$ cat src/sv/accel_to_attitude_command_top_macros.svh
// Assertion macros shared by the acceleration-to-attitude command block.
`ifndef ACCEL_TO_ATTITUDE_COMMAND_TOP_MACROS_SVH
`define ACCEL_TO_ATTITUDE_COMMAND_TOP_MACROS_SVH

// Check cons in the same cycle as ante.
`define ATAC_ASSERT_NOW(label, clk, rst, ante, cons, msg) \
  label: assert property (@(posedge clk) disable iff (rst) (ante) |-> (cons)) \
    else $error(msg);

// Check cons a fixed number of cycles after ante.
`define ATAC_ASSERT_AFTER(label, clk, rst, ante, n, cons, msg) \
  label: assert property (@(posedge clk) disable iff (rst) (ante) |-> ##n (cons)) \
    else $error(msg);

`endif

$ cat src/sv/atac_pkg.sv
// Widths, register codes and reset values for the acceleration-to-attitude block.
`default_nettype none

package atac_pkg;

  // Fractional bits of the acceleration inputs.
  localparam int ACCEL_FRAC_BITS_DFLT = 8;

  localparam int IN_W       = 16;
  localparam int CMD_W      = 12;
  localparam int THR_W      = 12;
  localparam int GAIN_W     = 10;
  localparam int TILT_W     = 13;
  localparam int LIM_W      = 11;
  localparam int YGAIN_W    = 14;
  localparam int CFG_IDX_W  = 4;
  localparam int CFG_DATA_W = 16;

  // Tilt divisor: 9.8 minus accel_z, signed, and its magnitude.
  localparam int DEN_W      = 18;
  localparam int DEN_MAG_W  = DEN_W - 1;
  // Magnitude of accel times tilt gain.
  localparam int NUM_W      = IN_W + TILT_W - 1;
  // Quotient bits kept by the divider; anything larger saturates.
  localparam int Q_W        = CMD_W;
  localparam int DIV_BITS_PER_STAGE_DFLT = 3;

  // Yaw product scale: gain in half units over Q1.12.
  localparam int YAW_SHIFT  = 13;

  typedef enum logic [CFG_IDX_W-1:0] {
    REG_THRUST_HOVER  = 4'd0,
    REG_THRUST_GAIN   = 4'd1,
    REG_THRUST_UPPER  = 4'd2,
    REG_THRUST_LOWER  = 4'd3,
    REG_TILT_GAIN     = 4'd4,
    REG_COMMAND_LIMIT = 4'd5,
    REG_YAW_TARGET    = 4'd6,
    REG_YAW_GAIN      = 4'd7
  } cfg_reg_t;

  localparam logic [THR_W-1:0]          THRUST_HOVER_RST  = 12'd1830;
  localparam logic [GAIN_W-1:0]         THRUST_GAIN_RST   = 10'd165;
  localparam logic [THR_W-1:0]          THRUST_UPPER_RST  = 12'd2400;
  localparam logic [THR_W-1:0]          THRUST_LOWER_RST  = 12'd1700;
  localparam logic [TILT_W-1:0]         TILT_GAIN_RST     = 13'd2200;
  localparam logic [LIM_W-1:0]          COMMAND_LIMIT_RST = 11'd1500;
  localparam logic signed [IN_W-1:0]    YAW_TARGET_RST    = 16'sd0;
  localparam logic signed [YGAIN_W-1:0] YAW_GAIN_RST      = -14'sd2151;

endpackage

`default_nettype wire

$ cat src/sv/atac_div.sv
// Pipelined restoring divider on magnitudes, BITS_PER_STAGE quotient bits per stage.
`default_nettype none

module atac_div #(
  parameter int NUM_W          = atac_pkg::NUM_W,
  parameter int DEN_W          = atac_pkg::DEN_MAG_W,
  parameter int Q_W            = atac_pkg::Q_W,
  parameter int BITS_PER_STAGE = atac_pkg::DIV_BITS_PER_STAGE_DFLT
) (
  input  logic             clk,
  input  logic [NUM_W-1:0] num,
  input  logic [DEN_W-1:0] den,
  output logic [Q_W-1:0]   quo,
  output logic             ovf
);

  localparam int STAGES = (Q_W + BITS_PER_STAGE - 1) / BITS_PER_STAGE;
  localparam int RW     = (NUM_W > DEN_W + Q_W) ? NUM_W : DEN_W + Q_W;

  logic [RW-1:0]    rem_q    [0:STAGES-2];
  logic [DEN_W-1:0] den_q    [0:STAGES-2];
  logic [Q_W-1:0]   quo_q    [0:STAGES-1];
  logic             ovf_q    [0:STAGES-1];

  logic [RW-1:0]    rem_in   [0:STAGES-1];
  logic [DEN_W-1:0] den_in   [0:STAGES-1];
  logic [Q_W-1:0]   quo_in   [0:STAGES-1];
  logic [RW-1:0]    rem_next [0:STAGES-1];
  logic [Q_W-1:0]   quo_next [0:STAGES-1];

  always_comb begin : p_feed
    rem_in[0] = RW'(num);
    den_in[0] = den;
    quo_in[0] = '0;
    for (int s = 1; s < STAGES; s++) begin
      rem_in[s] = rem_q[s-1];
      den_in[s] = den_q[s-1];
      quo_in[s] = quo_q[s-1];
    end
  end

  // Each stage tries its quotient bits MSB first and shifts them in.
  always_comb begin : p_steps
    logic [RW-1:0]  r;
    logic [RW-1:0]  sh;
    logic [Q_W-1:0] q;
    for (int s = 0; s < STAGES; s++) begin
      r  = rem_in[s];
      q  = quo_in[s];
      sh = '0;
      for (int j = 0; j < BITS_PER_STAGE; j++) begin
        if (s * BITS_PER_STAGE + j < Q_W) begin
          sh = RW'(den_in[s]) << (Q_W - 1 - s * BITS_PER_STAGE - j);
          if (r >= sh) begin
            r = r - sh;
            q = {q[Q_W-2:0], 1'b1};
          end else begin
            q = {q[Q_W-2:0], 1'b0};
          end
        end
      end
      rem_next[s] = r;
      quo_next[s] = q;
    end
  end

  always_ff @(posedge clk) begin
    // quotient would not fit in Q_W bits
    ovf_q[0] <= RW'(num) >= (RW'(den) << Q_W);
    for (int s = 1; s < STAGES; s++) begin
      ovf_q[s] <= ovf_q[s-1];
    end
    for (int s = 0; s < STAGES; s++) begin
      quo_q[s] <= quo_next[s];
    end
    for (int s = 0; s < STAGES - 1; s++) begin
      rem_q[s] <= rem_next[s];
      den_q[s] <= den_in[s];
    end
  end

  assign quo = quo_q[STAGES-1];
  assign ovf = ovf_q[STAGES-1];

endmodule

`default_nettype wire

$ cat src/sv/accel_to_attitude_command_top.sv
// Top level: acceleration and yaw to clamped thrust, roll, pitch and yaw commands.
//
// Channel   Ports                                         Transfer
// request   start, busy, accel_x/y/z, yaw_angle           start && !busy
// result    done, thrust/roll/pitch/yaw_cmd, divide_fault done strobe, one cycle
// config    cfg_valid, cfg_ready, cfg_index, cfg_data     cfg_valid && cfg_ready
//
// One request is taken every cycle while busy is low; its result strobes on done
// after passing stage 1, stage 2, the divider stages and the output register.
// The roll and pitch dividers are restoring dividers with one register per stage.
// Reset reloads the register defaults and clears every valid bit; busy follows rst.
// Nothing stalls: results cannot be held off and cfg_ready is always high.
`default_nettype none

module accel_to_attitude_command_top #(
  parameter int ACCEL_FRAC_BITS    = atac_pkg::ACCEL_FRAC_BITS_DFLT,
  parameter int DIV_BITS_PER_STAGE = atac_pkg::DIV_BITS_PER_STAGE_DFLT
) (
  input  logic                                 clk,
  input  logic                                 rst,
  input  logic                                 start,
  output logic                                 busy,
  input  logic signed [atac_pkg::IN_W-1:0]     accel_x,
  input  logic signed [atac_pkg::IN_W-1:0]     accel_y,
  input  logic signed [atac_pkg::IN_W-1:0]     accel_z,
  input  logic signed [atac_pkg::IN_W-1:0]     yaw_angle,
  output logic                                 done,
  output logic        [atac_pkg::THR_W-1:0]    thrust_cmd,
  output logic signed [atac_pkg::CMD_W-1:0]    roll_cmd,
  output logic signed [atac_pkg::CMD_W-1:0]    pitch_cmd,
  output logic signed [atac_pkg::CMD_W-1:0]    yaw_cmd,
  output logic                                 divide_fault,
  input  logic                                 cfg_valid,
  output logic                                 cfg_ready,
  input  logic        [atac_pkg::CFG_IDX_W-1:0]  cfg_index,
  input  logic        [atac_pkg::CFG_DATA_W-1:0] cfg_data
);

  import atac_pkg::*;

  localparam int DIV_STAGES = (Q_W + DIV_BITS_PER_STAGE - 1) / DIV_BITS_PER_STAGE;
  localparam int LATENCY    = DIV_STAGES + 3;

  localparam int AW  = IN_W + 1;                 // negated or differenced input
  localparam int NPW = AW + TILT_W + 1;          // tilt product
  localparam int TPW = AW + GAIN_W + 1;          // thrust product
  localparam int HW  = THR_W + 1 + ACCEL_FRAC_BITS;
  localparam int TSW = ((TPW > HW) ? TPW : HW) + 1;
  localparam int TTW = TSW - ACCEL_FRAC_BITS;    // thrust after scaling
  localparam int YPW = AW + YGAIN_W;             // yaw product
  localparam int YTW = YPW - YAW_SHIFT;          // yaw after scaling

  // 9.8 in the acceleration format, rounded to nearest
  localparam int                       K98   = (98 * (1 << ACCEL_FRAC_BITS) + 5) / 10;
  localparam logic signed [DEN_W-1:0]  K_DEN = DEN_W'(K98);
  localparam logic signed [TSW-1:0]    T_RND = TSW'((1 << ACCEL_FRAC_BITS) - 1);
  localparam logic signed [YPW-1:0]    Y_RND = YPW'((1 << YAW_SHIFT) - 1);

  typedef struct packed {
    logic                   fault;
    logic                   roll_neg;
    logic                   pitch_neg;
    logic signed [TTW-1:0]  thrust;
    logic signed [YTW-1:0]  yaw;
  } side_t;

  // configuration registers
  logic        [THR_W-1:0]   thrust_hover;
  logic        [GAIN_W-1:0]  thrust_gain;
  logic        [THR_W-1:0]   thrust_upper;
  logic        [THR_W-1:0]   thrust_lower;
  logic        [TILT_W-1:0]  tilt_gain;
  logic        [LIM_W-1:0]   command_limit;
  logic signed [IN_W-1:0]    yaw_target;
  logic signed [YGAIN_W-1:0] yaw_gain;

  logic accept;

  // stage 1
  logic                    s1_valid;
  logic signed [NUM_W:0]   s1_num_r;
  logic signed [NUM_W:0]   s1_num_p;
  logic signed [DEN_W-1:0] s1_den;
  logic signed [TPW-1:0]   s1_tprod;
  logic signed [YPW-1:0]   s1_yprod;

  // stage 2
  logic                    s2_valid;
  logic [NUM_W-1:0]        s2_mag_r;
  logic [NUM_W-1:0]        s2_mag_p;
  logic [DEN_MAG_W-1:0]    s2_mag_d;
  side_t                   s2_side;

  // sideband alongside the dividers
  logic                    vld_q [1:DIV_STAGES];
  side_t                   sb_q  [1:DIV_STAGES];

  logic [Q_W-1:0]          quo_r;
  logic [Q_W-1:0]          quo_p;
  logic                    ovf_r;
  logic                    ovf_p;

  // stage 1 products
  logic signed [AW-1:0]    ax_neg;
  logic signed [AW-1:0]    ay_neg;
  logic signed [AW-1:0]    az_neg;
  logic signed [AW-1:0]    yaw_err;
  logic signed [NPW-1:0]   prod_r;
  logic signed [NPW-1:0]   prod_p;

  // stage 2 scaling
  logic signed [NUM_W:0]   neg_r;
  logic signed [NUM_W:0]   neg_p;
  logic signed [DEN_W-1:0] neg_d;
  logic signed [TSW-1:0]   t_sum;
  logic signed [TSW-1:0]   t_adj;
  logic signed [TSW-1:0]   t_shr;
  logic signed [YPW-1:0]   y_adj;
  logic signed [YPW-1:0]   y_shr;

  // output stage
  logic signed [TTW-1:0]   t_up;
  logic signed [TTW-1:0]   t_lo;
  logic signed [TTW-1:0]   t_c1;
  logic signed [TTW-1:0]   t_c2;
  logic signed [YTW-1:0]   y_lim;
  logic signed [YTW-1:0]   y_c1;
  logic signed [YTW-1:0]   y_c2;
  logic        [THR_W-1:0] thrust_next;
  logic signed [CMD_W-1:0] roll_next;
  logic signed [CMD_W-1:0] pitch_next;
  logic signed [CMD_W-1:0] yaw_next;

  function automatic logic signed [CMD_W-1:0] tilt_cmd(
    input logic [Q_W-1:0]   q,
    input logic             ovf,
    input logic             neg,
    input logic             fault,
    input logic [LIM_W-1:0] lim
  );
    logic [Q_W-1:0]          mag;
    logic signed [CMD_W-1:0] sm;
    mag = (ovf || q > Q_W'(lim)) ? Q_W'(lim) : q;
    sm  = $signed(CMD_W'(mag));
    if (fault) begin
      return '0;
    end
    return neg ? -sm : sm;
  endfunction

  // refuse requests while the pipeline clears
  assign busy      = rst;
  assign cfg_ready = 1'b1;
  assign accept    = start && !busy;

  always_ff @(posedge clk) begin
    if (rst) begin
      thrust_hover  <= THRUST_HOVER_RST;
      thrust_gain   <= THRUST_GAIN_RST;
      thrust_upper  <= THRUST_UPPER_RST;
      thrust_lower  <= THRUST_LOWER_RST;
      tilt_gain     <= TILT_GAIN_RST;
      command_limit <= COMMAND_LIMIT_RST;
      yaw_target    <= YAW_TARGET_RST;
      yaw_gain      <= YAW_GAIN_RST;
    end else if (cfg_valid && cfg_ready) begin
      case (cfg_index)
        REG_THRUST_HOVER:  thrust_hover  <= cfg_data[THR_W-1:0];
        REG_THRUST_GAIN:   thrust_gain   <= cfg_data[GAIN_W-1:0];
        REG_THRUST_UPPER:  thrust_upper  <= cfg_data[THR_W-1:0];
        REG_THRUST_LOWER:  thrust_lower  <= cfg_data[THR_W-1:0];
        REG_TILT_GAIN:     tilt_gain     <= cfg_data[TILT_W-1:0];
        REG_COMMAND_LIMIT: command_limit <= cfg_data[LIM_W-1:0];
        REG_YAW_TARGET:    yaw_target    <= cfg_data[IN_W-1:0];
        REG_YAW_GAIN:      yaw_gain      <= cfg_data[YGAIN_W-1:0];
        default: ;
      endcase
    end
  end

  // ---- stage 1: products ----
  assign ax_neg  = -AW'(accel_x);
  assign ay_neg  = -AW'(accel_y);
  assign az_neg  = -AW'(accel_z);
  assign yaw_err = AW'(yaw_angle) - AW'(yaw_target);
  assign prod_r  = NPW'(ay_neg) * NPW'($signed({1'b0, tilt_gain}));
  assign prod_p  = NPW'(ax_neg) * NPW'($signed({1'b0, tilt_gain}));

  always_ff @(posedge clk) begin
    if (rst) begin
      s1_valid <= 1'b0;
    end else begin
      s1_valid <= accept;
    end
  end

  always_ff @(posedge clk) begin
    s1_num_r <= prod_r[NUM_W:0];
    s1_num_p <= prod_p[NUM_W:0];
    s1_den   <= K_DEN - DEN_W'(accel_z);
    s1_tprod <= TPW'(az_neg) * TPW'($signed({1'b0, thrust_gain}));
    s1_yprod <= YPW'(yaw_err) * YPW'(yaw_gain);
  end

  // ---- stage 2: magnitudes, signs, scaling toward zero ----
  assign neg_r = -s1_num_r;
  assign neg_p = -s1_num_p;
  assign neg_d = -s1_den;
  assign t_sum = TSW'(s1_tprod) + TSW'($signed({1'b0, thrust_hover, {ACCEL_FRAC_BITS{1'b0}}}));
  assign t_adj = t_sum + (t_sum[TSW-1] ? T_RND : TSW'(0));
  assign t_shr = t_adj >>> ACCEL_FRAC_BITS;
  assign y_adj = s1_yprod + (s1_yprod[YPW-1] ? Y_RND : YPW'(0));
  assign y_shr = y_adj >>> YAW_SHIFT;

  always_ff @(posedge clk) begin
    if (rst) begin
      s2_valid <= 1'b0;
    end else begin
      s2_valid <= s1_valid;
    end
  end

  always_ff @(posedge clk) begin
    s2_mag_r          <= s1_num_r[NUM_W] ? neg_r[NUM_W-1:0] : s1_num_r[NUM_W-1:0];
    s2_mag_p          <= s1_num_p[NUM_W] ? neg_p[NUM_W-1:0] : s1_num_p[NUM_W-1:0];
    s2_mag_d          <= s1_den[DEN_W-1] ? neg_d[DEN_MAG_W-1:0] : s1_den[DEN_MAG_W-1:0];
    s2_side.fault     <= (s1_den == '0);
    s2_side.roll_neg  <= s1_num_r[NUM_W] ^ s1_den[DEN_W-1];
    s2_side.pitch_neg <= s1_num_p[NUM_W] ^ s1_den[DEN_W-1];
    s2_side.thrust    <= t_shr[TTW-1:0];
    s2_side.yaw       <= y_shr[YTW-1:0];
  end

  // ---- divider stages ----
  atac_div #(
    .NUM_W          (NUM_W),
    .DEN_W          (DEN_MAG_W),
    .Q_W            (Q_W),
    .BITS_PER_STAGE (DIV_BITS_PER_STAGE)
  ) u_div_roll (
    .clk (clk),
    .num (s2_mag_r),
    .den (s2_mag_d),
    .quo (quo_r),
    .ovf (ovf_r)
  );

  atac_div #(
    .NUM_W          (NUM_W),
    .DEN_W          (DEN_MAG_W),
    .Q_W            (Q_W),
    .BITS_PER_STAGE (DIV_BITS_PER_STAGE)
  ) u_div_pitch (
    .clk (clk),
    .num (s2_mag_p),
    .den (s2_mag_d),
    .quo (quo_p),
    .ovf (ovf_p)
  );

  // advance the sideband in step with the dividers
  always_ff @(posedge clk) begin
    if (rst) begin
      for (int k = 1; k <= DIV_STAGES; k++) begin
        vld_q[k] <= 1'b0;
      end
    end else begin
      vld_q[1] <= s2_valid;
      for (int k = 2; k <= DIV_STAGES; k++) begin
        vld_q[k] <= vld_q[k-1];
      end
    end
  end

  always_ff @(posedge clk) begin
    sb_q[1] <= s2_side;
    for (int k = 2; k <= DIV_STAGES; k++) begin
      sb_q[k] <= sb_q[k-1];
    end
  end

  // ---- output stage: clamp ----
  assign t_up  = TTW'($signed({1'b0, thrust_upper}));
  assign t_lo  = TTW'($signed({1'b0, thrust_lower}));
  assign y_lim = YTW'($signed({1'b0, command_limit}));

  always_comb begin
    // upper bound first, lower bound wins when the two cross
    t_c1        = ($signed(sb_q[DIV_STAGES].thrust) >= t_up) ? t_up
                                                            : sb_q[DIV_STAGES].thrust;
    t_c2        = (t_c1 <= t_lo) ? t_lo : t_c1;
    thrust_next = t_c2[THR_W-1:0];

    y_c1     = ($signed(sb_q[DIV_STAGES].yaw) >= y_lim) ? y_lim : sb_q[DIV_STAGES].yaw;
    y_c2     = (y_c1 <= -y_lim) ? -y_lim : y_c1;
    yaw_next = y_c2[CMD_W-1:0];

    roll_next  = tilt_cmd(quo_r, ovf_r, sb_q[DIV_STAGES].roll_neg,
                          sb_q[DIV_STAGES].fault, command_limit);
    pitch_next = tilt_cmd(quo_p, ovf_p, sb_q[DIV_STAGES].pitch_neg,
                          sb_q[DIV_STAGES].fault, command_limit);
  end

  always_ff @(posedge clk) begin
    if (rst) begin
      done <= 1'b0;
    end else begin
      done <= vld_q[DIV_STAGES];
    end
  end

  always_ff @(posedge clk) begin
    thrust_cmd   <= thrust_next;
    roll_cmd     <= roll_next;
    pitch_cmd    <= pitch_next;
    yaw_cmd      <= yaw_next;
    divide_fault <= sb_q[DIV_STAGES].fault;
  end

  // ---- checks ----
`include "accel_to_attitude_command_top_macros.svh"

  `ATAC_ASSERT_AFTER(a_latency, clk, rst, accept, LATENCY, done, "result strobe missing after request")
  `ATAC_ASSERT_NOW(a_fault_zero, clk, rst, done && divide_fault, roll_cmd == '0 && pitch_cmd == '0, "tilt commands not zero on divide fault")
  `ATAC_ASSERT_NOW(a_thrust_bounds, clk, rst, done && thrust_lower <= thrust_upper, thrust_cmd >= thrust_lower && thrust_cmd <= thrust_upper, "thrust outside its bounds")
  `ATAC_ASSERT_NOW(a_yaw_limit, clk, rst, done, yaw_cmd <= $signed({1'b0, command_limit}) && yaw_cmd >= -$signed({1'b0, command_limit}), "yaw command beyond limit")

endmodule

`default_nettype wire

$ cat config.mk
export PLATFORM = sky130hd
export DESIGN_NAME = accel_to_attitude_command_top
export DESIGN_NICKNAME = d
export VERILOG_FILES = /design/src/sv/atac_pkg.sv /design/src/sv/atac_div.sv /design/src/sv/accel_to_attitude_command_top.sv
export VERILOG_INCLUDE_DIRS = /design/src /design/src/sv
export SDC_FILE = /design/constraint.sdc
export NUM_CORES = 2
export LEC_CHECK = 0
export ABC_AREA = 1
export BUFFER_PORTS_ARGS = -buffer_cell sky130_fd_sc_hd__buf_2
export CAP_MARGIN = 5
export CORE_ASPECT_RATIO = 1.5
export CORE_UTILIZATION = 65
export CTS_CLUSTER_DIAMETER = 100
export DETAILED_ROUTE_END_ITERATION = 16
export PLACE_DENSITY = 0.82
export SLEW_MARGIN = 15
export SYNTH_ARGS = -nofsm -noshare
export SYNTH_HDL_FRONTEND = slang
export SYNTH_HIERARCHICAL = 1
export SYNTH_SLANG_ARGS = --single-unit
$ cat constraint.sdc
create_clock -name clk -period 12.95 [get_ports clk]
set_clock_uncertainty 0.1 [all_clocks]
set_input_delay 0.6475 -clock clk [delete_from_list [all_inputs] [get_ports clk]]
set_output_delay 0.6475 -clock clk [all_outputs]
set_load 0.01 [all_outputs]
======== Yosys cells after proc, flatten, opt, wreduce, memory -nomap -nowiden ========
Memory sizes are Yosys's and may differ from the RTL's. A register that Yosys moved wholly into a read port is not among the register bits.
Index checks and enable logic that the tools add are counted.
operators by class
  multipliers ............................. 4
  add/sub/neg operators ................... 36
  muxes and demuxes ....................... 70
  bitwise gates (word level) .............. 6
  equality and inequality tests ........... 7
  reductions and logical operators ........ 14
  order comparisons ....................... 32
operator list
  kind              number
  $mux W29          22
  $mux W12          9
  $ge A28 B29 Y1    2
  $ge A29 B17 Y1    2
  $ge A29 B18 Y1    2
  $ge A29 B19 Y1    2
  $ge A29 B20 Y1    2
  $ge A29 B21 Y1    2
  $ge A29 B22 Y1    2
  $ge A29 B23 Y1    2
  $ge A29 B24 Y1    2
  $ge A29 B25 Y1    2
  $ge A29 B26 Y1    2
  $ge A29 B27 Y1    2
  $mul A17 B14 Y29  2
  $sub A28 B28 Y29  2
  $sub A29 B18 Y29  2
  $sub A29 B19 Y29  2
  $sub A29 B20 Y29  2
  $sub A29 B21 Y29  2
  $sub A29 B22 Y29  2
  $sub A29 B23 Y29  2
  $sub A29 B24 Y29  2
  $sub A29 B25 Y29  2
  38 further kinds  94
word-level totals
  output and inout bits ................... 52
  bits in writable memories ............... 552
  memories kept ........................... 10
  register bits after elaboration ......... 400
memory list
  name               depth  width  rd ports  clocked after memory_dff  write ports  line                                 RTL
  sb_q               4      42     4         0                         4            accel_to_attitude_command_top.sv:96  side_t sb_q [1:DIV_STAGES];
  u_div_pitch.rem_q  3      29     3         0                         3            atac_div.sv:20                       logic [RW-1:0] rem_q [0:STAGES-2];
  u_div_roll.rem_q   3      29     3         0                         3            atac_div.sv:20
  u_div_pitch.den_q  3      17     3         0                         3            atac_div.sv:21                       logic [DEN_W-1:0] den_q [0:STAGES-2];
  u_div_roll.den_q   3      17     3         0                         3            atac_div.sv:21
  u_div_pitch.quo_q  4      12     4         0                         4            atac_div.sv:22                       logic [Q_W-1:0] quo_q [0:STAGES-1];
  4 more memories    -      -      -         -                         -            -

======== Logic depth before layout (Yosys ltp) ========
An unclocked memory read counts as a cell.
  depth in word-level cells ............... 7
  gate-level depth with buffers ........... 55
  gate-level depth less buffers ........... 49

======== Hierarchy ========
Netlist, hierarchy kept.
modules (own cells, without submodules)
  module                         area each (µm²)  instances  cells each
  accel_to_attitude_command_top  53,219.8         1          6,444
  atac_div at u_div_roll         18,816.8         1          3,010
  atac_div at u_div_pitch        18,532.8         1          2,928

======== Worst setup path after synthesis ========
OpenSTA, ideal clock, no wires.
  kind .................................... in2reg
  from .................................... in yaw_angle[0] in the netlist's numbering
  to ...................................... reg s1_yprod[27]
  required time ........................... 12.725 ns
  library setup time ...................... 0.125 ns
  cell stages on the path ................. 33
  arrival time ............................ 7.248 ns
  slack ................................... 5.477 ns
  cell sequence ........................... inv_1 ha_1 fa_1 nand3b_1 nand2_1 nand2_1 nand2_1 nand3_1 nand2_1 nand2_1 nand2_1 clkbuf_1 nor2_1 fa_1 inv_1 fa_1 inv_1 fa_1 fa_1 fa_1 inv_1 fa_1 inv_1 ha_1 nand2_1 nor2_1 and3_1 nand4_1 nand3_1 nand3_1 nand2_1 a31oi_1 xor2_1
between the ends
  cells in the longest elaborated chain, start to end .. 2
ends and longest elaborated chain
  item                    line                                  RTL
  start: declaration      accel_to_attitude_command_top.sv:26   input logic signed [atac_pkg::IN_W-1:0] yaw_angle,
  $sub A16 B16 Y17        accel_to_attitude_command_top.sv:185  assign yaw_err = AW'(yaw_angle) - AW'(yaw_target);
  $mul A17 B14 Y31        accel_to_attitude_command_top.sv:202  s1_yprod <= YPW'(yaw_err) * YPW'(yaw_gain);
  end signal: assignment  accel_to_attitude_command_top.sv:202
  end: declaration        accel_to_attitude_command_top.sv:85   logic signed [YPW-1:0] s1_yprod;
Every way passes these cells.
A chain may end at the register's enable or synchronous reset.

==> metrics.md <==
| Metric | Value |
|---|---|
| Count leader, synth | `nand2_1` |
| Max stage delay cell, worst path | `inv_1` |
| TritonCTS Buffers | `roughly 90` |
| Delay-heaviest family, CP | `simple AND/OR/NAND/NOR gates` |
| Top cell type's share of synthesized area | `about a fifth` |
| Max_cap viols | `0` |
| Critical Path AT | `about 10 ns` |
| Die height | `459.2 µm` |
| Worst-path maximum fanout | `36` |
| Initial antenna violation count | `16` |
| ANT nets after route | `0` |
| Number of port buffers | `~140` |
| Mean post-synth cell area | `between 7 and 8 µm²` |
| CTS HTree Levels | `3` |
| Synthesis Warnings | `6` |
| Min Tclk post-route | `~9.5 ns` |
| Postcts setup bufs | `0` |
| 1st-pass router iterations | `8` |
| Overflow after GRT | `0` |
| Vias per cell | `5.799` |
| Mapped cell area | `0.09057 mm²` |
| Max incr delay on CP | `roughly 0.77 ns` |
| Via count | `83400` |
| Slew headroom | `a little under a quarter` |
| Share of cells above drive strength 1 | `4.635%` |
| Final number of max-transition violations | `0` |
| Area grow syn2layout | `6.185%` |
| Starting Density | `around 66%` |
| First-pass GRT wire length | `about 440000 µm` |
| Overall Global Routing Usage | `40.05%` |
| Main synth FF type | `dfxtp_1` |
| DR iter-0 viols | `roughly 6400` |
| CTS max path bufs | `3` |
| Fmax | `105.3 MHz` |
| CP endpoint kind | `flip-flop` |
| Crit Path Class | `reg -> reg` |
| Share of flip-flops with an asynchronous set or reset | `0%` |
| WL/cell | `a little under 20 µm` |
| R2R depth | `38` |
| Worst Tran Pin Value | `roughly 1.2 ns` |
| Number of setup violations in the final report | `0` |
| Unique cell type count in the Yosys netlist | `between 80 and 90` |
| Resized cells post-CTS | `0` |
| #FFs+latches synth | `between 900 and 1000` |
| CTS tree | `yes` |
| DRC Markers | `0` |
| Final wirelength | `~280000 µm` |
| Core Box Area | `0.1381 mm²` |
| Number of global-route vias before repair | `about 86000` |
| Final net count | `between 10000 and 15000` |
| Post-DP HPWL | `231800 µm` |
| Final Hold Viols | `0` |
| Worst hold path class | `in -> reg` |
| Top cells by count, synth | `nand2_1 (2733), inv_1 (2132), nor2_1 (1266)` |
| Die Width | `306.8 µm` |
| DIE AREA | `0.1409 mm²` |
| Setup TNS | `0 ns` |
| Number of synthesized flops with an enable pin | `0` |
| Crit share post-route | `73.36%` |
| Clock-pin transition on the worst setup and hold timing paths | `approximately 0.07 ns` |
| Worst Path Required | `13.43 ns` |
| Synth top area cells | `dfxtp_1 (20%), fa_1 (18%), ha_1 (12%)` |
| Sequential fraction of the synthesis area | `20.27%` |
| Setup crit start kind | `flip-flop` |
| RSZ-0062 raised after global routing | `false` |
| Worst-Skew Late Latency | `around 0.76 ns` |
| Root Driver | `clkbuf_16` |
| Post-Syn Instances | `roughly 12000` |
| Crit path depth | `38` |
| Num rows | `between 150 and 200` |
| Outcome | `complete, no violations` |
| Worst path bufs/invs | `6` |
| Ports | `140` |
| Hold path cells | `3` |
| RePlAce Congestion | `approximately 1.1` |
| Biggest area consumer among synthesized cells | `dfxtp_1` |
| Largest net degree at the start of global routing | `76` |
| Total clock sinks | `917` |
| Net Count, Synth | `between 10000 and 15000` |
[stage by stage]
stage	utilization, %	setup slack [ns]	std cells	instance area [µm²]	hold WS (ns)
after detailed placement	67.23	3.729	14200	92850	0.2121
after global routing	69.62	2.800	14380	96160	0.05342
final	69.63	3.449	14380	96170	0.05370
after floorplan	-	5.477	12380	90570	0.2096
after global placement	67.23	3.798	14200	92850	0.2096
after CTS	69.61	3.693	14370	96150	0.01208
[path summary, 6_finish.rpt]
kind / from / to / slack (ns)
min reg2reg: sb_q[0][115] / sb_q[0][157] / 0.22
min: cfg_data[13] / yaw_gain[13] / 0.05
max: s2_mag_d[7] / u_div_roll/rem_q[0][13] / 3.45
max reg2reg: s2_mag_d[7] / u_div_roll/rem_q[0][13] / 3.45
[layout by cell type (no fill, tap or decap), drive strengths merged, types with 136 or more instances in the layout]
cell type	synthesis	layout
xnor2	258	258
a21oi	750	750
ha	852	852
xor2	349	349
dfxtp	917	917
inv	2169	2185
nand2	2787	2787
nor3	136	136
nor2	1313	1313
nand3	550	550
o21ai	692	692
fa	814	814
nand4	175	175
buf	64	168
[metal layers]
metal / vias up / track usage (%) / wire length [µm]
li1: 39170 / - / -
met1: 39160 / 40.27 / 95850
met2: 3737 / 71.59 / 140400
met3: 1335 / 6.442 / 18560
met4: 6 / 34.74 / 28500
met5: - / 0 / 41
[final cells by class]
type / count / area [µm²]
repair buffers: 170 / 935.9
multi-input cells: 9076 / 63060
fillers: 11370 / 41950
diodes: 9 / 22.52
inverters: 2180 / 8193
clock buffers: 110 / 2470
clock inverters: 61 / 807.0
well taps: 1859 / 2326
flip-flops and latches: 917 / 18360
[worst register-to-register path, delay by kind of cell, from the launching register on]
| family | cells | cell delay [ns] |
|---|---|---|
| and+or+nand+nor | 16 | 3.02 |
| AOI/OAI and AO/OA | 13 | 2.55 |
| buffers and inverters | 6 | 1.59 |
| adders and majority gates | 3 | 1.30 |
| DFF | 1 | 0.73 |
[state kept, by name, indices dropped and copies added, names as in the netlist, 13 cells and up]
| signal | cells |
|---|---|
| s2_mag_p | 28 |
| u_div_roll/rem_q | 87 |
| s2_mag_r | 28 |
| u_div_pitch/quo_q | 30 |
| u_div_pitch/den_q | 51 |
| sb_q | 168 |
| u_div_roll/quo_q | 30 |
| s1_den | 17 |
| s1_num_r | 29 |
| tilt_gain | 13 |
| s2_mag_d | 17 |
| s1_yprod | 31 |
| yaw_gain | 14 |
| u_div_pitch/rem_q | 87 |
| u_div_roll/den_q | 51 |
| yaw_target | 16 |
| s2_side | 42 |
| s1_tprod | 28 |
| s1_num_p | 29 |
[timing repair]
item	4_1_cts	5_1_grt
hold buffers	2	0
endpoints found under the setup margin	0	0
endpoints found under the hold margin	2	0
[cells by family (layout without fill, tap and decap cells)]
logic type / after synthesis / in the layout / synth area share [%]
buffers and inverters: 2389 / 2521 / 10.11
and+or+nand+nor: 5115 / 5115 / 23.81
xor gates and xnor gates: 607 / 607 / 5.920
muxes: 3 / 3 / 0.03592
adders and majority gates: 1666 / 1666 / 29.76
AOI/OAI and AO/OA: 1684 / 1684 / 10.08
DFF: 917 / 917 / 20.27
other: 1 / 10 / 0.004140
Power is not shown: default switching activity piles up to over one toggle a cycle in this logic, so the estimate is an artifact.
